### src/rtl/core/tps_pkg.sv
// ----------------------------------------------------------------------------
// tps_pkg
// Shared codes and control types of the triangle plane splitter.
// ----------------------------------------------------------------------------
package tps_pkg;

  // Configuration register indexes.
  localparam logic [2:0] REG_PT_X  = 3'd0;
  localparam logic [2:0] REG_PT_Y  = 3'd1;
  localparam logic [2:0] REG_PT_Z  = 3'd2;
  localparam logic [2:0] REG_NRM_X = 3'd3;
  localparam logic [2:0] REG_NRM_Y = 3'd4;
  localparam logic [2:0] REG_NRM_Z = 3'd5;

  // Piece kinds on the result port.
  localparam logic [1:0] KIND_NEG = 2'd0;
  localparam logic [1:0] KIND_POS = 2'd1;
  localparam logic [1:0] KIND_SEG = 2'd2;

  // How a triangle lies against the plane.
  typedef enum logic [2:0] {
    CS_NEG = 3'd0,  // no vertex on the positive side
    CS_POS = 3'd1,  // no vertex on the negative side
    CS_AB  = 3'd2,  // A and B share a strict side, C opposite
    CS_AC  = 3'd3,  // A and C share a strict side, B opposite
    CS_BC  = 3'd4,  // B and C share a strict side, A opposite
    CS_ZA  = 3'd5,  // only A on the plane
    CS_ZB  = 3'd6,  // only B on the plane
    CS_ZC  = 3'd7   // only C on the plane
  } case_e;

  // Vertex sources of an emitted piece.
  typedef enum logic [2:0] {
    SEL_A    = 3'd0,
    SEL_B    = 3'd1,
    SEL_C    = 3'd2,
    SEL_P    = 3'd3,
    SEL_Q    = 3'd4,
    SEL_ZERO = 3'd5
  } sel_e;

  // Classification that travels with a triangle down the pipeline.
  typedef struct packed {
    case_e cs;
    logic  a_neg;
    logic  b_neg;
    logic  c_neg;
    logic  a_zero;
    logic  b_zero;
    logic  c_zero;
  } plan_t;

endpackage

### src/rtl/core/tps_plan.sv
// ----------------------------------------------------------------------------
// tps_plan
// One pipeline stage that classifies the vertices, picks the edges to cut
// and sets up the magnitudes and signs for the six divider lanes.
// ----------------------------------------------------------------------------
module tps_plan #(
  parameter int CW = 32
) (
  input  logic                          clk_i,
  input  logic                          rst_ni,
  input  logic                          en_i,
  input  logic                          valid_i,
  input  logic [2:0][2:0][CW-1:0]       vtx_i,
  input  logic [2:0][2*CW+2:0]          side_i,
  output logic                          valid_o,
  output tps_pkg::plan_t                plan_o,
  output logic [2:0][2:0][CW-1:0]       vtx_o,
  output logic [5:0][CW-1:0]            base_o,
  output logic [5:0][CW-1:0]            smag_o,
  output logic [5:0]                    neg_o,
  output logic [1:0][2*CW+2:0]          dmag_o,
  output logic [1:0][2*CW+3:0]          denmag_o
);

  localparam int DW = 2 * CW + 3;
  localparam int EW = DW + 1;
  localparam int SW = CW + 1;

  logic [2:0]               neg;
  logic [2:0]               zero;
  logic [2:0]               pos;
  tps_pkg::plan_t           plan_d;
  logic [1:0]               from_idx [2];
  logic [1:0]               to_idx [2];
  logic signed [DW-1:0]     d1 [2];
  logic signed [EW-1:0]     den [2];
  logic [DW-1:0]            d1_neg [2];
  logic [EW-1:0]            den_neg [2];
  logic signed [SW-1:0]     diff [6];
  logic [SW-1:0]            diff_neg [6];
  logic [5:0][CW-1:0]       base_d;
  logic [5:0][CW-1:0]       smag_d;
  logic [5:0]               sgn_d;
  logic [1:0][DW-1:0]       dmag_d;
  logic [1:0][EW-1:0]       denmag_d;

  logic                     val_q;
  tps_pkg::plan_t           plan_q;
  logic [2:0][2:0][CW-1:0]  vtx_q;
  logic [5:0][CW-1:0]       base_q;
  logic [5:0][CW-1:0]       smag_q;
  logic [5:0]               sgn_q;
  logic [1:0][DW-1:0]       dmag_q;
  logic [1:0][EW-1:0]       denmag_q;

  // Side of each vertex and the case that the triangle falls in.
  always_comb begin
    for (int i = 0; i < 3; i++) begin
      neg[i]  = side_i[i][DW-1];
      zero[i] = (side_i[i] == '0);
      pos[i]  = !neg[i] && !zero[i];
    end
    plan_d.a_neg  = neg[0];
    plan_d.b_neg  = neg[1];
    plan_d.c_neg  = neg[2];
    plan_d.a_zero = zero[0];
    plan_d.b_zero = zero[1];
    plan_d.c_zero = zero[2];
    if (pos == 3'b000) begin
      plan_d.cs = tps_pkg::CS_NEG;
    end else if (neg == 3'b000) begin
      plan_d.cs = tps_pkg::CS_POS;
    end else if (zero == 3'b000) begin
      if (neg[0] == neg[1]) begin
        plan_d.cs = tps_pkg::CS_AB;
      end else if (neg[0] == neg[2]) begin
        plan_d.cs = tps_pkg::CS_AC;
      end else begin
        plan_d.cs = tps_pkg::CS_BC;
      end
    end else if (zero[0]) begin
      plan_d.cs = tps_pkg::CS_ZA;
    end else if (zero[1]) begin
      plan_d.cs = tps_pkg::CS_ZB;
    end else begin
      plan_d.cs = tps_pkg::CS_ZC;
    end
  end

  // Edge endpoints of the two cut points P and Q.
  always_comb begin
    from_idx[0] = 2'd1;
    to_idx[0]   = 2'd2;
    from_idx[1] = 2'd0;
    to_idx[1]   = 2'd2;
    case (plan_d.cs)
      tps_pkg::CS_AC: begin
        from_idx[0] = 2'd2;
        to_idx[0]   = 2'd1;
        from_idx[1] = 2'd0;
        to_idx[1]   = 2'd1;
      end
      tps_pkg::CS_BC: begin
        from_idx[0] = 2'd2;
        to_idx[0]   = 2'd0;
        from_idx[1] = 2'd1;
        to_idx[1]   = 2'd0;
      end
      tps_pkg::CS_ZB: begin
        from_idx[0] = 2'd2;
        to_idx[0]   = 2'd0;
      end
      tps_pkg::CS_ZC: begin
        from_idx[0] = 2'd0;
        to_idx[0]   = 2'd1;
      end
      default: begin
      end
    endcase
  end

  // Magnitudes and offset signs for the lanes.
  always_comb begin
    for (int p = 0; p < 2; p++) begin
      d1[p]       = $signed(side_i[from_idx[p]]);
      den[p]      = EW'($signed(side_i[from_idx[p]])) - EW'($signed(side_i[to_idx[p]]));
      d1_neg[p]   = -d1[p];
      den_neg[p]  = -den[p];
      dmag_d[p]   = d1[p][DW-1] ? d1_neg[p] : d1[p];
      denmag_d[p] = den[p][EW-1] ? den_neg[p] : den[p];
      for (int k = 0; k < 3; k++) begin
        diff[p*3+k] = SW'($signed(vtx_i[to_idx[p]][k]))
                    - SW'($signed(vtx_i[from_idx[p]][k]));
        diff_neg[p*3+k] = -diff[p*3+k];
        smag_d[p*3+k] = diff[p*3+k][SW-1] ? diff_neg[p*3+k][CW-1:0]
                                          : diff[p*3+k][CW-1:0];
        sgn_d[p*3+k]  = diff[p*3+k][SW-1] ^ d1[p][DW-1] ^ den[p][EW-1];
        base_d[p*3+k] = vtx_i[from_idx[p]][k];
      end
    end
  end

  always_ff @(posedge clk_i or negedge rst_ni) begin
    if (!rst_ni) begin
      val_q <= 1'b0;
    end else if (en_i) begin
      val_q <= valid_i;
    end
  end

  always_ff @(posedge clk_i) begin
    if (en_i) begin
      plan_q   <= plan_d;
      vtx_q    <= vtx_i;
      base_q   <= base_d;
      smag_q   <= smag_d;
      sgn_q    <= sgn_d;
      dmag_q   <= dmag_d;
      denmag_q <= denmag_d;
    end
  end

  assign valid_o  = val_q;
  assign plan_o   = plan_q;
  assign vtx_o    = vtx_q;
  assign base_o   = base_q;
  assign smag_o   = smag_q;
  assign neg_o    = sgn_q;
  assign dmag_o   = dmag_q;
  assign denmag_o = denmag_q;

endmodule

### config.mk
export PLATFORM = sky130hd
export DESIGN_NAME = tps_plan
export DESIGN_NICKNAME = d
export VERILOG_FILES = /design/src/rtl/core/tps_pkg.sv /design/src/rtl/core/tps_plan.sv
export SDC_FILE = /design/constraint.sdc
export NUM_CORES = 2
export LEC_CHECK = 0
export BUFFER_PORTS_ARGS = -buffer_cell sky130_fd_sc_hd__buf_2
export CORE_AREA = 2 2 558 560
export DETAILED_ROUTE_END_ITERATION = 10
export DIE_AREA = 0 0 560 562
export PLACE_DENSITY = 0.43
export SETUP_SLACK_MARGIN = 0.2
export SYNTH_ARGS = -nofsm -noshare
export SYNTH_HDL_FRONTEND = slang
export SYNTH_SLANG_ARGS = --single-unit
### constraint.sdc
create_clock -name clk_i -period 1.85 [get_ports clk_i]
set_clock_uncertainty 0.1 [all_clocks]
set_input_delay 0.185 -clock clk_i [delete_from_list [all_inputs] [get_ports clk_i]]
set_output_delay 0.185 -clock clk_i [all_outputs]
set_load 0.05 [all_outputs]
## After elaboration in Yosys (flattened, before gate mapping)

Index checks and enable logic that the tools add are counted.

| word-level totals | value |
|---|---|
| flip-flop bits (word level) | 958 |
| input port bits | 493 |
| output and inout bits | 958 |
| word-level logic and storage cells | 133 |

| operators by class | value |
|---|---|
| add/subtract/negate cells | 18 |
| order comparisons | 4 |
| eq/ne operators | 6 |
| mux-type cells | 37 |
| bitwise operators | 12 |
| reductions and logical operators | 18 |

Operator list:

| operator | number |
|---|---|
| binary-select mux 96 bit (select 2 bit) | 4 |
| binary-select mux 67 bit (select 2 bit) | 4 |
| 2-to-1 mux 67 bit | 6 |
| 2-to-1 mux 96 bit | 4 |
| logical NOT 67 bit | 3 |
| subtractor 32 x 32 -> 33 bit | 6 |
| 2-to-1 mux 32 bit | 6 |
| negator 32 bit | 6 |
| negator 68 bit | 2 |
| subtractor 67 x 67 -> 68 bit | 2 |
| negator 67 bit | 2 |
| 2-to-1 mux 66 bit | 2 |
| 2-to-1 mux 3 bit | 5 |
| < comparator 2 x 3 -> 1 bit (second input constant) | 4 |
| one-hot mux 2 bit (2 select lines) | 3 |
| bitwise XOR 1 bit | 12 |
| equality test 3 bit (second input constant) | 3 |
| logical NOT 3 bit | 3 |
| logical NOT 1 bit | 6 |
| OR reduction 2 bit | 2 |
| equality test 3 x 2 -> 1 bit (second input constant) | 1 |
| logical AND 1 bit | 3 |
| OR reduction 3 bit | 1 |
| equality test 1 bit | 2 |
| 2 further kinds | 3 |

## Logic depth before layout (Yosys ltp)

| depth | value |
|---|---|
| word-level depth | 14 |
| mapped depth | 35 |
| mapped depth without buffers | 26 |

## Worst setup path before layout

No wires, ideal clock.

| timing path | value |
|---|---|
| kind | in2reg |
| from | in side_i[143] (netlist bit) |
| to | reg denmag_q (netlist bit denmag_o[134]) (data pin) |
| setup time | 0.265 ns |
| arrival | 8.426 ns |
| data required time | 1.485 ns |
| slack | -6.941 ns |
| stages on the path | 32 |
| buffers on the path | 8 |
| cell sequence | or4_1 -> or3_1 -> or4_4 -> or2_4 -> clkinv_2 -> o221ai_4 -> nand4_4 -> buf_6 -> buf_2 -> buf_2 -> buf_2 -> buf_2 -> buf_2 -> buf_2 -> buf_2 -> o22ai_1 -> nor2_1 -> ha_1 -> inv_1 -> fa_1 -> a211oi_1 -> o21ai_0 -> o22a_1 -> a211o_1 -> a31oi_1 -> o21bai_1 -> xnor2_1 -> and2_1 -> or3b_2 -> nor4_1 -> a41oi_1 -> xor2_1 |

RTL lines:

| what | line | RTL |
|---|---|---|
| start: declaration | tps_plan.sv:14 | `input logic [2:0][2*CW+2:0] side_i,` |
| end signal: assignment | tps_plan.sv:159 | `denmag_q <= denmag_d;` |
| end: declaration | tps_plan.sv:54 | `logic [1:0][EW-1:0] denmag_q;` |

==> results.json <==
{
  "whs_ns": -0.268,
  "syn-num-nets": 8707,
  "clk_root_buffer_cell": "clkbuf_16",
  "initial_core_util_pct": 23.4,
  "tritoncts": "built",
  "dpl.hpwl_mm": 409,
  "synthesis.area_um2": 72100,
  "rsz0062_at_grt": "yes",
  "cpMaxStageDelayCell": "or4_4",
  "synth_ff_type": "edfxtp_1",
  "swShare_pct": 46.5,
  "ys_seq_area_share_pct": 39.9,
  "hold_buffers": 298,
  "setup-violations-final": 787,
  "yosysTopAreaCell": "edfxtp_1",
  "rows": 204,
  "critical_path.most_common_cell": "buf_6",
  "synth-simple-area-share_pct": 16.9,
  "dr_total_vias": 88084,
  "area_growth_pct": 77.3,
  "hold_class": "in2reg",
  "maxSlewHeadroom_pct": 41.5,
  "synthCells": 7869,
  "path_delay_family": "simple AND/OR/NAND/NOR gates",
  "pwr-share-comb_pct": 63.9,
  "p_per_area_nw_per_um2": 1280,
  "arrival_ns": 7.20,
  "antenna_found_initial": 101,
  "synth_area_per_cell_um2": 9.16,
  "switchingPower_w": 0.0759,
  "grt_overflow_total": 0,
  "worstPathRequired_ns": 2.32,
  "endpoint_kind": "flop",
  "route.detailed.drc": 0,
  "viasPerCell": 5.09,
  "ir_drop_uv": 1340,
  "die_w_um": 560,
  "path_buf_inv": 14,
  "yosysWarnings": 0,
  "slew_viol_final": 0,
  "worstSetupPathType": "in2reg",
  "worstMarginPinSlew_ns": 0.871,
  "track_usage_pct": 31.2,
  "final_common_cell": "buf_4",
  "drive_gt1_share_pct": 48.0,
  "numCtsBuffers": 116,
  "synth_edf_count": 957,
  "htree_levels": 3,
  "outcome": "complete, but fails checks",
  "most-common-layout-cells": "3397 x buf_4, 1444 x buf_2, 957 x edfxtp_1, 787 x nand2_1, 695 x nor2_1",
  "synth_top_family_by_area": "compound AO/OA/AOI/OAI gates",
  "place_ws_ns": -6.56,
  "core_area_um2": 308000,
  "period_share_pct": 364,
  "nFillCells": 31051,
  "cts.sinks": 958,
  "synthAdderAreaFrac_pct": 6.07,
  "postRouteWirelength_mm": 520,
  "clk_pin_slew_ns": 0.07,
  "async_reset_ff_share_pct": 0.104,
  "synth_compound_area_share_pct": 19.4,
  "p_int_w": 0.0872,
  "io_pins": 1451,
  "seqPwrFrac_pct": 21.4,
  "routabilityCongestion": 0.998,
  "grt_pass1_wl_mm": 691,
  "dr.first_iter.drc_count": 7534,
  "cpPeakStageDelay_ns": 0.72,
  "critPathLaunchType": "input port",
  "clk_path_buf_depth": 4,
  "final.setup.tns_ns": -2192.11,
  "grt_max_degree": 67,
  "clockPowerShare_pct": 14.8,
  "cp_max_fo": 4,
  "drt_first_pass_iters": 7,
  "violations": "negative hold slack, negative setup slack",
  "clock.fmax_mhz": 149,
  "die_area_um2": 315000,
  "die_h_um": 562,
  "yosys.area_share.xor_xnor_pct": 7.93,
  "p_leak_nw": 57.7,
  "grt_pass1_vias": 86510,
  "hold_viol": 61,
  "ant_nets": 0,
  "synth_mux_area_share_pct": 5.70,
  "fin_ws_ns": -4.88,
  "clock_latency_ns": 0.82,
  "synth_top_area_share_pct": 39.9,
  "drv_cap": 0,
  "ys_top_cells_by_area": "edfxtp_1 40%, ha_1 5.9%, mux2i_1 5.3%",
  "wl_per_cell_um": 30.1,
  "finalCriticalPeriod_ns": 6.73,
  "nets": 13896,
  "io_buffers": 1450,
  "synth_cell_types": 100,
  "yosys_register_bits": 958
}
[metal layers]
layer | GRT usage, % | vias to the layer above | part of all wire, %
met5 | 0 | - | 0.051
met4 | 18.0 | 40 | 6.9
met3 | 5.50 | 936 | 6.5
met2 | 52.0 | 3863 | 47
met1 | 37.8 | 43555 | 40
li1 | - | 39690 | -
[final timing paths]
check / end / slack, ns / from / depth (start not counted)
min in group asynchronous: valid_o / 0.09 / rst_ni / 3
worst min-delay path: base_o[127] / -0.27 / vtx_i[127] / 4
worst max register to register: valid_o / 0.44 / valid_o / 2
worst min register to register: valid_o / 0.97 / valid_o / 2
worst max-delay path: denmag_o[133] / -4.88 / side_i[55] / 36
max in group asynchronous: valid_o / 1.46 / rst_ni / 3
[power groups by stage]
stage                     Combinational (W)  Clock (W)  Sequential (W)
after floorplan                      0.0319          0          0.0508
after global placement               0.0938          0          0.0352
after detailed placement             0.0937          0          0.0350
after CTS                             0.100     0.0245          0.0348
after global routing                  0.109     0.0252          0.0350
final                                 0.104     0.0241          0.0348
[area by class of cell]
| cell class | count | area [um^2] | share of cell area (%) |
|---|---|---|---|
| repair buffers | 5460 | 41500 | 32.5 |
| well taps | 4120 | 5150 | 4.04 |
| inverters | 383 | 1450 | 1.14 |
| clock inverters | 75 | 887 | 0.694 |
| multi-input cells | 6139 | 46900 | 36.7 |
| diodes | 45 | 113 | 0.0882 |
| flip-flops and latches | 958 | 28800 | 22.5 |
| clock buffers | 132 | 2960 | 2.32 |
[worst register-to-register path, delay by kind of cell, from the launching register on]
kind                   cells  cell delay, ns
flip-flops                 1            0.38
buffers and inverters      1            0.56
multiplexers               1            0.26
[through the flow]
stage | instances | hold slack, ns | utilization (%) | instance area, um^2 | total power [W]
after floorplan | 7869 | -0.211 | - | 74700 | 0.0828
after global placement | 16394 | -0.135 | 36.0 | 111000 | 0.129
after detailed placement | 16394 | -0.135 | 36.0 | 111000 | 0.129
after CTS | 17112 | -0.351 | 40.0 | 123000 | 0.159
after global routing | 17286 | -0.292 | 41.4 | 128000 | 0.169
final | 17312 | -0.268 | 41.4 | 128000 | 0.163
[what timing repair did]
| item | in CTS | in global routing |
|---|---|---|
| gates cloned | 31 | 14 |
| setup buffers | 182 | 141 |
| pin swaps | 187 | 271 |
| setup endpoints to repair | 1623 | 1623 |
| endpoints found under the hold margin | 751 | 64 |
| resized for setup | 682 | 532 |
[registers in the layout (all words and copies together), names as in the netlist]
signal,cells
vtx_o,288
smag_o,192
dmag_o,134
base_o,192
plan_o,9
valid_o,1
neg_o,6
denmag_o,136
[cell usage after synthesis, drive strengths merged (19+ instances only)]
library cell / number
edfxtp: 957
nand2: 821
nor2: 750
a21oi: 503
o21ai: 472
xnor2: 424
mux2i: 385
inv: 381
ha: 337
clkbuf: 316
xor2: 226
nor3: 208
a31oi: 198
o21a: 169
a21o: 118
nand3: 112
o22ai: 100
nand4: 95
o31ai: 89
nor4: 83
buf: 74
or3: 72
and3: 70
o22a: 66
nor2b: 64
nand2b: 57
and2: 56
a211oi: 48
or2: 44
o21bai: 40
o211ai: 37
a41oi: 33
a21boi: 30
nor3b: 30
o41ai: 29
a2111oi: 28
o311ai: 26
or4: 26
mux2: 22
and4: 21
o31a: 21
a211o: 19
[logic make-up (layout without fill, tap and decap cells)]
family,after synthesis,count (layout)
other,0,45
multiplexers,407,408
buffers and inverters,773,6050
flip-flops,958,958
AO/OA/AOI/OAI,2161,2161
AND/OR/NAND/NOR,2574,2574
adder cells (fa/ha/maj),345,345
XOR/XNOR,651,651
Note: power is estimated with default switching activity, not from simulation.
