$ cat src/rtl/core/tps_pkg.sv
// ----------------------------------------------------------------------------
// tps_pkg
// Shared codes and control types of the triangle plane splitter.
// ----------------------------------------------------------------------------
package tps_pkg;

  // Configuration register indexes.
  localparam logic [2:0] REG_PT_X  = 3'd0;
  localparam logic [2:0] REG_PT_Y  = 3'd1;
  localparam logic [2:0] REG_PT_Z  = 3'd2;
  localparam logic [2:0] REG_NRM_X = 3'd3;
  localparam logic [2:0] REG_NRM_Y = 3'd4;
  localparam logic [2:0] REG_NRM_Z = 3'd5;

  // Piece kinds on the result port.
  localparam logic [1:0] KIND_NEG = 2'd0;
  localparam logic [1:0] KIND_POS = 2'd1;
  localparam logic [1:0] KIND_SEG = 2'd2;

  // How a triangle lies against the plane.
  typedef enum logic [2:0] {
    CS_NEG = 3'd0,  // no vertex on the positive side
    CS_POS = 3'd1,  // no vertex on the negative side
    CS_AB  = 3'd2,  // A and B share a strict side, C opposite
    CS_AC  = 3'd3,  // A and C share a strict side, B opposite
    CS_BC  = 3'd4,  // B and C share a strict side, A opposite
    CS_ZA  = 3'd5,  // only A on the plane
    CS_ZB  = 3'd6,  // only B on the plane
    CS_ZC  = 3'd7   // only C on the plane
  } case_e;

  // Vertex sources of an emitted piece.
  typedef enum logic [2:0] {
    SEL_A    = 3'd0,
    SEL_B    = 3'd1,
    SEL_C    = 3'd2,
    SEL_P    = 3'd3,
    SEL_Q    = 3'd4,
    SEL_ZERO = 3'd5
  } sel_e;

  // Classification that travels with a triangle down the pipeline.
  typedef struct packed {
    case_e cs;
    logic  a_neg;
    logic  b_neg;
    logic  c_neg;
    logic  a_zero;
    logic  b_zero;
    logic  c_zero;
  } plan_t;

endpackage

$ cat src/rtl/core/tps_emit.sv
// ----------------------------------------------------------------------------
// tps_emit
// Holds one finished triangle and sends its pieces, one per cycle, through
// registered result ports in the fixed case order.
// ----------------------------------------------------------------------------
module tps_emit #(
  parameter int CW = 32
) (
  input  logic                          clk_i,
  input  logic                          rst_ni,
  input  logic                          valid_i,
  input  tps_pkg::plan_t                plan_i,
  input  logic [2:0][2:0][CW-1:0]       vtx_i,
  input  logic [1:0][2:0][CW-1:0]       cut_i,
  output logic                          ready_o,
  output logic                          strobe_o,
  output logic [1:0]                    kind_o,
  output logic [2:0][2:0][CW-1:0]       v_o,
  output logic                          last_o
);

  logic                     active_q;
  logic [1:0]               idx_q;
  tps_pkg::plan_t           plan_q;
  logic [2:0][2:0][CW-1:0]  vtx_q;
  logic [1:0][2:0][CW-1:0]  cut_q;
  logic                     strobe_q;
  logic [1:0]               kind_q;
  logic [2:0][2:0][CW-1:0]  v_q;
  logic                     last_q;

  logic [2:0]               cnt;
  logic                     is_last;
  logic                     take;
  logic                     seg;
  tps_pkg::sel_e            seg0;
  tps_pkg::sel_e            seg1;
  tps_pkg::sel_e            sel [3];
  logic [1:0]               kind;
  logic [1:0]               k_a;
  logic [1:0]               k_b;
  logic [1:0]               k_c;
  logic [2:0][2:0][CW-1:0]  v_d;

  function automatic logic [2:0][CW-1:0] pick(
    tps_pkg::sel_e s,
    logic [2:0][2:0][CW-1:0] vt,
    logic [1:0][2:0][CW-1:0] ct
  );
    logic [2:0][CW-1:0] r;
    case (s)
      tps_pkg::SEL_A: r = vt[0];
      tps_pkg::SEL_B: r = vt[1];
      tps_pkg::SEL_C: r = vt[2];
      tps_pkg::SEL_P: r = ct[0];
      tps_pkg::SEL_Q: r = ct[1];
      default:        r = '0;
    endcase
    return r;
  endfunction

  // Number of pieces and the segment of a triangle with no positive vertex.
  always_comb begin
    seg  = 1'b1;
    seg0 = tps_pkg::SEL_B;
    seg1 = tps_pkg::SEL_C;
    if (plan_q.a_zero && plan_q.b_zero) begin
      seg0 = tps_pkg::SEL_A;
      seg1 = tps_pkg::SEL_B;
    end else if (plan_q.a_zero && plan_q.c_zero) begin
      seg0 = tps_pkg::SEL_A;
      seg1 = tps_pkg::SEL_C;
    end else if (!(plan_q.b_zero && plan_q.c_zero)) begin
      seg = 1'b0;
    end
    case (plan_q.cs)
      tps_pkg::CS_NEG: cnt = seg ? 3'd2 : 3'd1;
      tps_pkg::CS_POS: cnt = 3'd1;
      tps_pkg::CS_AB, tps_pkg::CS_AC, tps_pkg::CS_BC: cnt = 3'd4;
      default:         cnt = 3'd3;
    endcase
  end

  assign is_last = ({1'b0, idx_q} == cnt - 3'd1);
  assign ready_o = !active_q || is_last;
  assign take    = valid_i && ready_o;

  // Kind and vertex sources of the current piece.
  always_comb begin
    k_a = plan_q.a_neg ? tps_pkg::KIND_NEG : tps_pkg::KIND_POS;
    k_b = plan_q.b_neg ? tps_pkg::KIND_NEG : tps_pkg::KIND_POS;
    k_c = plan_q.c_neg ? tps_pkg::KIND_NEG : tps_pkg::KIND_POS;
    kind   = tps_pkg::KIND_NEG;
    sel[0] = tps_pkg::SEL_A;
    sel[1] = tps_pkg::SEL_B;
    sel[2] = tps_pkg::SEL_C;
    case (plan_q.cs)
      tps_pkg::CS_NEG: begin
        if (seg && idx_q == 2'd0) begin
          kind   = tps_pkg::KIND_SEG;
          sel[0] = seg0;
          sel[1] = seg1;
          sel[2] = tps_pkg::SEL_ZERO;
        end
      end
      tps_pkg::CS_POS: kind = tps_pkg::KIND_POS;
      tps_pkg::CS_AB: begin
        case (idx_q)
          2'd0: begin
            kind = k_a; sel[0] = tps_pkg::SEL_A; sel[1] = tps_pkg::SEL_B;
            sel[2] = tps_pkg::SEL_P;
          end
          2'd1: begin
            kind = k_a; sel[0] = tps_pkg::SEL_A; sel[1] = tps_pkg::SEL_P;
            sel[2] = tps_pkg::SEL_Q;
          end
          2'd2: begin
            kind = tps_pkg::KIND_SEG; sel[0] = tps_pkg::SEL_P;
            sel[1] = tps_pkg::SEL_Q; sel[2] = tps_pkg::SEL_ZERO;
          end
          default: begin
            kind = k_c; sel[0] = tps_pkg::SEL_Q; sel[1] = tps_pkg::SEL_P;
            sel[2] = tps_pkg::SEL_C;
          end
        endcase
      end
      tps_pkg::CS_AC: begin
        case (idx_q)
          2'd0: begin
            kind = k_a; sel[0] = tps_pkg::SEL_A; sel[1] = tps_pkg::SEL_P;
            sel[2] = tps_pkg::SEL_C;
          end
          2'd1: begin
            kind = k_a; sel[0] = tps_pkg::SEL_A; sel[1] = tps_pkg::SEL_Q;
            sel[2] = tps_pkg::SEL_P;
          end
          2'd2: begin
            kind = tps_pkg::KIND_SEG; sel[0] = tps_pkg::SEL_Q;
            sel[1] = tps_pkg::SEL_P; sel[2] = tps_pkg::SEL_ZERO;
          end
          default: begin
            kind = k_b; sel[0] = tps_pkg::SEL_P; sel[1] = tps_pkg::SEL_Q;
            sel[2] = tps_pkg::SEL_B;
          end
        endcase
      end
      tps_pkg::CS_BC: begin
        case (idx_q)
          2'd0: begin
            kind = k_b; sel[0] = tps_pkg::SEL_B; sel[1] = tps_pkg::SEL_C;
            sel[2] = tps_pkg::SEL_P;
          end
          2'd1: begin
            kind = k_b; sel[0] = tps_pkg::SEL_B; sel[1] = tps_pkg::SEL_P;
            sel[2] = tps_pkg::SEL_Q;
          end
          2'd2: begin
            kind = tps_pkg::KIND_SEG; sel[0] = tps_pkg::SEL_P;
            sel[1] = tps_pkg::SEL_Q; sel[2] = tps_pkg::SEL_ZERO;
          end
          default: begin
            kind = k_a; sel[0] = tps_pkg::SEL_Q; sel[1] = tps_pkg::SEL_P;
            sel[2] = tps_pkg::SEL_A;
          end
        endcase
      end
      tps_pkg::CS_ZA: begin
        case (idx_q)
          2'd0: begin
            kind = k_b; sel[0] = tps_pkg::SEL_A; sel[1] = tps_pkg::SEL_B;
            sel[2] = tps_pkg::SEL_P;
          end
          2'd1: begin
            kind = k_c; sel[0] = tps_pkg::SEL_A; sel[1] = tps_pkg::SEL_P;
            sel[2] = tps_pkg::SEL_C;
          end
          default: begin
            kind = tps_pkg::KIND_SEG; sel[0] = tps_pkg::SEL_A;
            sel[1] = tps_pkg::SEL_P; sel[2] = tps_pkg::SEL_ZERO;
          end
        endcase
      end
      tps_pkg::CS_ZB: begin
        case (idx_q)
          2'd0: begin
            kind = k_c; sel[0] = tps_pkg::SEL_B; sel[1] = tps_pkg::SEL_C;
            sel[2] = tps_pkg::SEL_P;
          end
          2'd1: begin
            kind = k_a; sel[0] = tps_pkg::SEL_B; sel[1] = tps_pkg::SEL_P;
            sel[2] = tps_pkg::SEL_A;
          end
          default: begin
            kind = tps_pkg::KIND_SEG; sel[0] = tps_pkg::SEL_B;
            sel[1] = tps_pkg::SEL_P; sel[2] = tps_pkg::SEL_ZERO;
          end
        endcase
      end
      default: begin
        case (idx_q)
          2'd0: begin
            kind = k_a; sel[0] = tps_pkg::SEL_C; sel[1] = tps_pkg::SEL_A;
            sel[2] = tps_pkg::SEL_P;
          end
          2'd1: begin
            kind = k_b; sel[0] = tps_pkg::SEL_C; sel[1] = tps_pkg::SEL_P;
            sel[2] = tps_pkg::SEL_B;
          end
          default: begin
            kind = tps_pkg::KIND_SEG; sel[0] = tps_pkg::SEL_C;
            sel[1] = tps_pkg::SEL_P; sel[2] = tps_pkg::SEL_ZERO;
          end
        endcase
      end
    endcase
    for (int i = 0; i < 3; i++) begin
      v_d[i] = pick(sel[i], vtx_q, cut_q);
    end
  end

  // Piece sequencing and the result strobe.
  always_ff @(posedge clk_i or negedge rst_ni) begin
    if (!rst_ni) begin
      active_q <= 1'b0;
      idx_q    <= '0;
      strobe_q <= 1'b0;
      last_q   <= 1'b0;
    end else begin
      strobe_q <= active_q;
      last_q   <= active_q && is_last;
      if (take) begin
        active_q <= 1'b1;
        idx_q    <= '0;
      end else if (active_q && is_last) begin
        active_q <= 1'b0;
      end else if (active_q) begin
        idx_q <= idx_q + 2'd1;
      end
    end
  end

  // Held triangle and result payload.
  always_ff @(posedge clk_i) begin
    if (take) begin
      plan_q <= plan_i;
      vtx_q  <= vtx_i;
      cut_q  <= cut_i;
    end
    kind_q <= kind;
    v_q    <= v_d;
  end

  assign strobe_o = strobe_q;
  assign kind_o   = kind_q;
  assign v_o      = v_q;
  assign last_o   = last_q;

  // A finished triangle is refused only while pieces are still going out.
  a_refuse_active : assert property (@(posedge clk_i) disable iff (!rst_ni)
    !ready_o |-> active_q) else $error("emit refused while idle");

  // A taken triangle makes the sequencer active at its first piece in the next cycle.
  a_take_strobe : assert property (@(posedge clk_i) disable iff (!rst_ni)
    take |=> (active_q && idx_q == 2'd0)) else $error("take did not start emission");

  // The last-piece flag comes only with a strobe.
  a_last_strobe : assert property (@(posedge clk_i) disable iff (!rst_ni)
    last_q |-> strobe_q) else $error("last piece without strobe");

  // The piece index never runs past the piece count.
  a_idx_range : assert property (@(posedge clk_i) disable iff (!rst_ni)
    active_q |-> ({1'b0, idx_q} < cnt)) else $error("piece index out of range");

endmodule

$ cat config.mk
export PLATFORM = sky130hd
export DESIGN_NAME = tps_emit
export DESIGN_NICKNAME = d
export VERILOG_FILES = /design/src/rtl/core/tps_pkg.sv /design/src/rtl/core/tps_emit.sv
export SDC_FILE = /design/constraint.sdc
export NUM_CORES = 1
export LEC_CHECK = 0
export BUFFER_PORTS_ARGS = -buffer_cell sky130_fd_sc_hd__buf_2
export CAP_MARGIN = 20
export CORE_AREA = 5 5 303 305
export DETAILED_ROUTE_END_ITERATION = 10
export DIE_AREA = 0 0 308 310
export GPL_ROUTABILITY_DRIVEN = 0
export PLACE_DENSITY_LB_ADDON = 0.15
export SYNTH_ARGS = -nofsm -noshare
export SYNTH_HDL_FRONTEND = slang
export SYNTH_SLANG_ARGS = --single-unit
$ cat constraint.sdc
create_clock -name clk_i -period 16.4 [get_ports clk_i]
set_input_delay 3.28 -clock clk_i [delete_from_list [all_inputs] [get_ports clk_i]]
set_output_delay 3.28 -clock clk_i [all_outputs]
set_load 0.02 [all_outputs]
# Word-level counts from Yosys, hierarchy flattened
# Cells that the tools add are included.
# Widths: inputs -> output; s select.
word_totals:
  ff_bits: 784
  inputBits: 492
  output_inout_bits: 293
  word_cells: 113
classes:
  add_sub_neg: 2
  eq_ne: 22
  mux: 35
  reduce_logical: 18
ops:
  columns: ["operator", "count"]
  rows:
  - ["$pmux 96 s5", 3]
  - ["$pmux 9 s3", 3]
  - ["$pmux 9 s7", 1]
  - ["$eq 3x2->1 const B", 8]
  - ["$pmux 2 s2", 6]
  - ["$pmux 5 s2", 2]
  - ["$eq 3x3->1 const B", 6]
  - ["$pmux 2 s7", 1]
  - ["$eq 3x1->1 const B", 4]
  - ["$logic_not 3->1", 4]
  - ["$mux 2", 6]
  - ["$mux 1", 10]
  - ["$mux 9", 1]
  - ["$pmux 3 s3", 1]
  - ["$pmux 4 s2", 1]
  - ["$logic_and 1x1->1", 6]
  - ["$reduce_bool 2->1", 2]
  - ["$eq 2x3->1", 1]
  - ["$reduce_or 3->1", 1]
  - ["$sub 3x1->3 const B", 1]
  - ["$add 2x1->2 const B", 1]
  - ["$eq 2x1->1 const B", 1]
  - ["$eq 2x2->1 const B", 1]
  - ["$logic_not 2->1", 1]
  - ["5 further kinds", 5]

# Depth between registers and ports, before layout
depth:
  word_depth: 12
  ltp_mapped: 12
  ltp_nobuf: 8

# Worst setup path after synthesis
# No wires, ideal clock.
synth_timing:
  kind: "input port to flip-flop"
  startpoint: "input valid_i"
  endpoint: "register cut_q[0] (netlist name) (enable)"
  setup_time_ps: 913
  t_arrival_ps: 14259
  required_ps: 15487
  path_slack_ps: 1229
  stages: 1
  n_path_buf: 0
  cell_sequence: "and2_1"
synth_between:
  elab_chain_cells: 1
synth_rtl:
  columns: ["item", "line_no", "rtl"]
  rows:
  - ["start, declared", "tps_emit.sv:11", "input logic valid_i,"]
  - ["$logic_and 1x1->1", "tps_emit.sv:86", "assign take = valid_i && ready_o;"]
  - ["end signal, assigned", "tps_emit.sv:247", "cut_q <= cut_i;"]
  - ["end, declared", "tps_emit.sv:26", "logic [1:0][2:0][CW-1:0] cut_q;"]
# Every way passes these cells.
# A chain may end at the register's enable or synchronous reset.

# Worst setup path after layout
layout_timing:
  startpoint: "register plan_q[6] (netlist name)"
  endpoint: "output ready_o"
layout_between:
  elab_chain_cells: 6
  elab_cells_between_ends: 10
  classes_between: "1 x add/sub; 5 x eq/ne; 1 x mux; 3 x reduce/logical"
layout_rtl:
  columns: ["item", "line_no", "rtl"]
  rows:
  - ["start, declared", "tps_emit.sv:24", "tps_pkg::plan_t plan_q;"]
  - ["start signal, assigned", "tps_emit.sv:245", "plan_q <= plan_i;"]
  - ["$eq 3x3->1 or $eq 3x2->1 (tied branches)", "tps_emit.sv:76", "case (plan_q.cs)"]
  - ["$reduce_or 3->1", "tps_emit.sv:76", null]
  - ["$pmux 3 s3 *", "tps_emit.sv:76", null]
  - ["$sub 3x1->3 *", "tps_emit.sv:84", "assign is_last = ({1'b0, idx_q} == cnt - 3'd1);"]
  - ["$eq 2x3->1 *", "tps_emit.sv:84", null]
  - ["$logic_or 1x1->1 *", "tps_emit.sv:85", "assign ready_o = !active_q || is_last;"]
  - ["end, declared", "tps_emit.sv:15", "output logic ready_o,"]
# Every way passes the cells marked *; elsewhere a longest branch is shown, timed or not.

==> results <==
- The flow ran to the end, and the final reports show no timing, DRC or antenna violations.
- For this design the top-level I/O count stands at a little under 800.
- After floorplanning, the core was sized to cover between 80000 and 90000 µm².
- At the placement stage, the worst setup path has a slack of 9270 ps.
- Of the cells placed in the final design, the portion with a size suffix greater than 1 is 0.352.
- STA classifies the critical path endpoint as a primary output.
- The number of violations of the max-capacitance limit is 0.
- The growth of design area from synthesis to finish is 25.8%.
- The die covers around 95000 µm².
- The mapped netlist covers about 31000 µm².
- The global-route usage over all layers is 0.246.
- Clock skew on the completed layout was measured at between 20 and 25 ps.
- The final-report hold violation count is 0.
- After clock tree synthesis, the flow added hold-fix buffers numbering 0.
- Counting every net in the synthesized netlist gives roughly 2.8k.
- The first routing iteration left 2956 violations.
- The cell-internal power is 5.63 mW.
- Subtracting the final worst setup slack from the clock period gives between 7000 and 8000 ps.
- After detailed routing, the average wire length per cell comes to 29.3 µm.
- For this block, wires on met1 add up to approximately 48 mm.
- In the routed layout, each cell is associated on average with a via count of 5.82.
- The launch point of the worst reg-to-reg path is plan_q[6].
- The critical path data required time is roughly 13000 ps.
- The number of clock sinks seen by CTS is a little under 800.
- The total negative slack for setup checks is 0 ps.
- For hold timing, the worst endpoint is strobe_o.
- The root buffer cell chosen for the clock tree is sky130_fd_sc_hd__clkbuf_16.
- The clock tree from TritonCTS is built.
- The worst path setup slack after routing is roughly 9300 ps.
- In this run the static leakage power is between 15 and 20 nW.
- The first TritonRoute pass finished after 9 iterations.
- The share of power burned in the clock network is 0.199.
- By area the synthesized netlist is led by sky130_fd_sc_hd__edfxtp_1 (48%), sky130_fd_sc_hd__dfxtp_1 (19%), sky130_fd_sc_hd__nand2_1 (4.8%).
- The highest metal layer used by the detailed router is met5.
- For the pin with the worst max-slew slack, the measured transition is 1060 ps.
- The routed length on met3 is around 12 mm.
- The H-tree was split into 3 levels.
- The signal on the critical path passes through or2_0 -> a21oi_1 -> ha_1 -> xnor2_1 -> o31ai_1 -> buf_2.
- The total via count in the routed design is 24.9k.
- The worst hold path passes through 0 cells.
- The number of instances resized during post-cts repair is 0.
- Measured along the x axis, the die boundary spans between 300 and 400 µm.
- The effective utilization at floorplan is 0.345.
- The number of warnings reported in the yosys synthesis log is 0.
- A synthesized cell averages between 10 and 15 µm².
- Setup violations remaining at the end of the flow were counted as 0.
- The sequential share of power is 0.351.
- The sequential cell area fraction in the yosys report is 0.671.
- The detailed-route DRC error count is 0.
- The clock input transition at the sequential cells of the worst setup and hold paths is ~60 ps.
- The cell taking the most area after synthesis is sky130_fd_sc_hd__edfxtp_1.
- Setup repair after global routing left no endpoint under its margin.
- Detailed placement finished with a half-perimeter wire length of 78.2 mm.
- The fraction of registers with async set or reset after synthesis is 0.00638.
- The critical path class is flop to primary output.
- The number of cells produced by synthesis is between 2k and 2.5k.
- The total count of max-transition violations in the final report was 0.
- The data arrival time of the critical path is ~3800 ps.
- On the critical path, the stage with the largest delay is an instance of sky130_fd_sc_hd__edfxtp_1.
- The worst-case IR drop observed on VDD is just under 0.3 mV.
- The number of flops mapped to enable cells by yosys is 489.
- The maximum root-to-sink buffer count is 3.
- The worst hold path begins at active_q.
- The residual overflow from global routing is 0.
- The area share of the largest cell type after synthesis is 0.478.
- The number of cells on the worst reg-to-reg path is 9.
- Along the worst path, the maximum fanout reaches 29.
- For this run, the slowest stage of the critical path takes 1000 ps.
- In this run, CTS created clock tree buffers numbering 87.
- The switching component of the power is 4.26 mW.
- After layout, the design draws a total of roughly 9.9 mW.
- The insertion delay of the later-clocked pin in the worst-skew pair is between 600 and 700 ps.
- The count of nets left with antenna violations once routing finished came out at 0.
- In the detailed route, the total length drawn on met2 is ~60 mm.
- The maximum clock frequency is roughly 140 MHz.
- The worst flop-to-flop path endpoint is vtx_q[168].
- The wire length of the first global-routing pass is between 150 and 200 mm.
- The floorplan has 110 rows.
- In this run the worst hold path is classified as flop to flop.
- The unique cell type count in the Yosys netlist is 62.
- The total wire length after detailed routing is approximately 130 mm.
- The count of buffers inserted at the top-level ports is about 780.
- The number of buffers inserted to repair setup after CTS is 0.
- Power spread over the standard cell area amounts to between 200 and 300 nW/µm².
- The switching fraction of total power is 0.431.
- Entering global routing, the biggest net connects roughly 170 pins.
- The number of synthesized register bits is between 700 and 800.
- The worst setup path is launched from a flop.
- The setup check on the worst reg-to-reg path leaves a slack of just under 10000 ps.
- The number of nets at the end of the flow is 3480.
- The number of global-route vias before repair is approximately 25k.
- The headroom to the max-slew limit is 0.291.
- The die is about 310 µm tall.
- The leading register cell type out of synthesis is sky130_fd_sc_hd__edfxtp_1.
- The fraction of power consumed by combinational cells is 0.449.
- The fraction of the cycle the final worst path needs is 0.434.
- The initial antenna violation count was ~70.
-- synthesized netlist by cell type (all sizes together), types with 8 or more instances --
cell,instances
o22ai,96
buf,100
nor2,15
nand2,393
inv,9
mux2i,100
edfxtp,489
a22oi,193
o221ai,97
o21ai,11
a221o,95
ha,8
a222oi,96
clkbuf,98
dfxtp,290
mux2,98
-- power by group through the flow --
| stage | Clock [mW] | Combinational, mW | Sequential [mW] |
|---|---|---|---|
| 2_1_floorplan | 0 | 2.37 | 4.09 |
| 3_3_place_gp | 0 | 4.37 | 3.48 |
| 3_5_place_dp | 0 | 4.42 | 3.49 |
| 4_1_cts | 2.01 | 4.42 | 3.46 |
| 5_1_grt | 2.09 | 4.68 | 3.53 |
| 6_report | 1.97 | 4.45 | 3.47 |
-- cell usage in the layout (no fill, tap or decap), drive strengths merged, types with 15 or more instances in the layout --
cell    Yosys  routed
a22oi     193     193
edfxtp    489     489
mux2       98      98
diode       0      50
mux2i     100     100
o22ai      96      96
nand2     393     393
dfxtp     290     290
a222oi     96      96
o221ai     97      97
nor2       15      15
buf       100     821
clkbuf     98     122
a221o      95      95
clkinv      0      29
-- registers in the layout (all words and copies together) (netlist names) --
register / count
plan_q: 9
strobe_o: 1
active_q: 1
v_o: 288
cut_q: 192
idx_q: 2
last_o: 1
vtx_q: 288
kind_o: 2
-- metal layers --
metal / GRT usage / vias up
met5: 0 / -
met4: 0.129 / 34
met3: 0.0721 / 386
met2: 0.400 / 1642
met1: 0.300 / 12300
li1: - / 10500
-- cell type report --
| class | count | area (µm²) |
|---|---|---|
| fillers | 8230 | 50400 |
| flip-flops and latches | 784 | 20600 |
| multi-input cells | 1277 | 9330 |
| repair buffers | 821 | 4210 |
| clock buffers | 122 | 2480 |
| well taps | 1176 | 1470 |
| clock inverters | 41 | 410 |
| diodes | 50 | 125 |
| inverters | 9 | 33.8 |
-- worst max path at each step --
stage | start | to | slack (ps)
after global routing | plan_q[6] | ready_o | 9040
after detailed placement | valid_i | vtx_q[168] | 9270
after floorplan | valid_i | cut_q[0] | 1230
final | plan_q[6] | ready_o | 9280
after CTS | plan_q[6] | ready_o | 9320
after global placement | valid_i | cut_q[72] | 9400
-- kinds of logic (layout without fill, tap and decap cells) --
group	Yosys count	in the layout	share of synthesized area
other cells	0	50	0
simple gates	437	437	0.0565
xor+xnor	5	5	0.00142
buf+inv	207	993	0.0299
mux	198	198	0.0685
fa+ha+maj	9	9	0.00358
compound gates	628	628	0.170
flops	784	784	0.671
-- per-stage QoR --
stage	hold slack, ps	std cells	util	area (µm²)
2_1_floorplan	366	2268	-	30700
3_3_place_gp	414	4067	0.400	35700
3_5_place_dp	426	4067	0.400	35700
4_1_cts	438	4230	0.433	38600
5_1_grt	466	4265	0.434	38600
6_report	441	4280	0.434	38700
-- critical path, delay by kind of cell, from the launching register on --
family	cells	cell delay (ps)
AND/OR/NAND/NOR	1	520
adder cells (fa/ha/maj)	1	340
buffers and inverters	1	310
flip-flops	1	1000
AO/OA/AOI/OAI	2	870
XOR/XNOR	1	150
No activity file was read; power rests on OpenSTA's default activity.
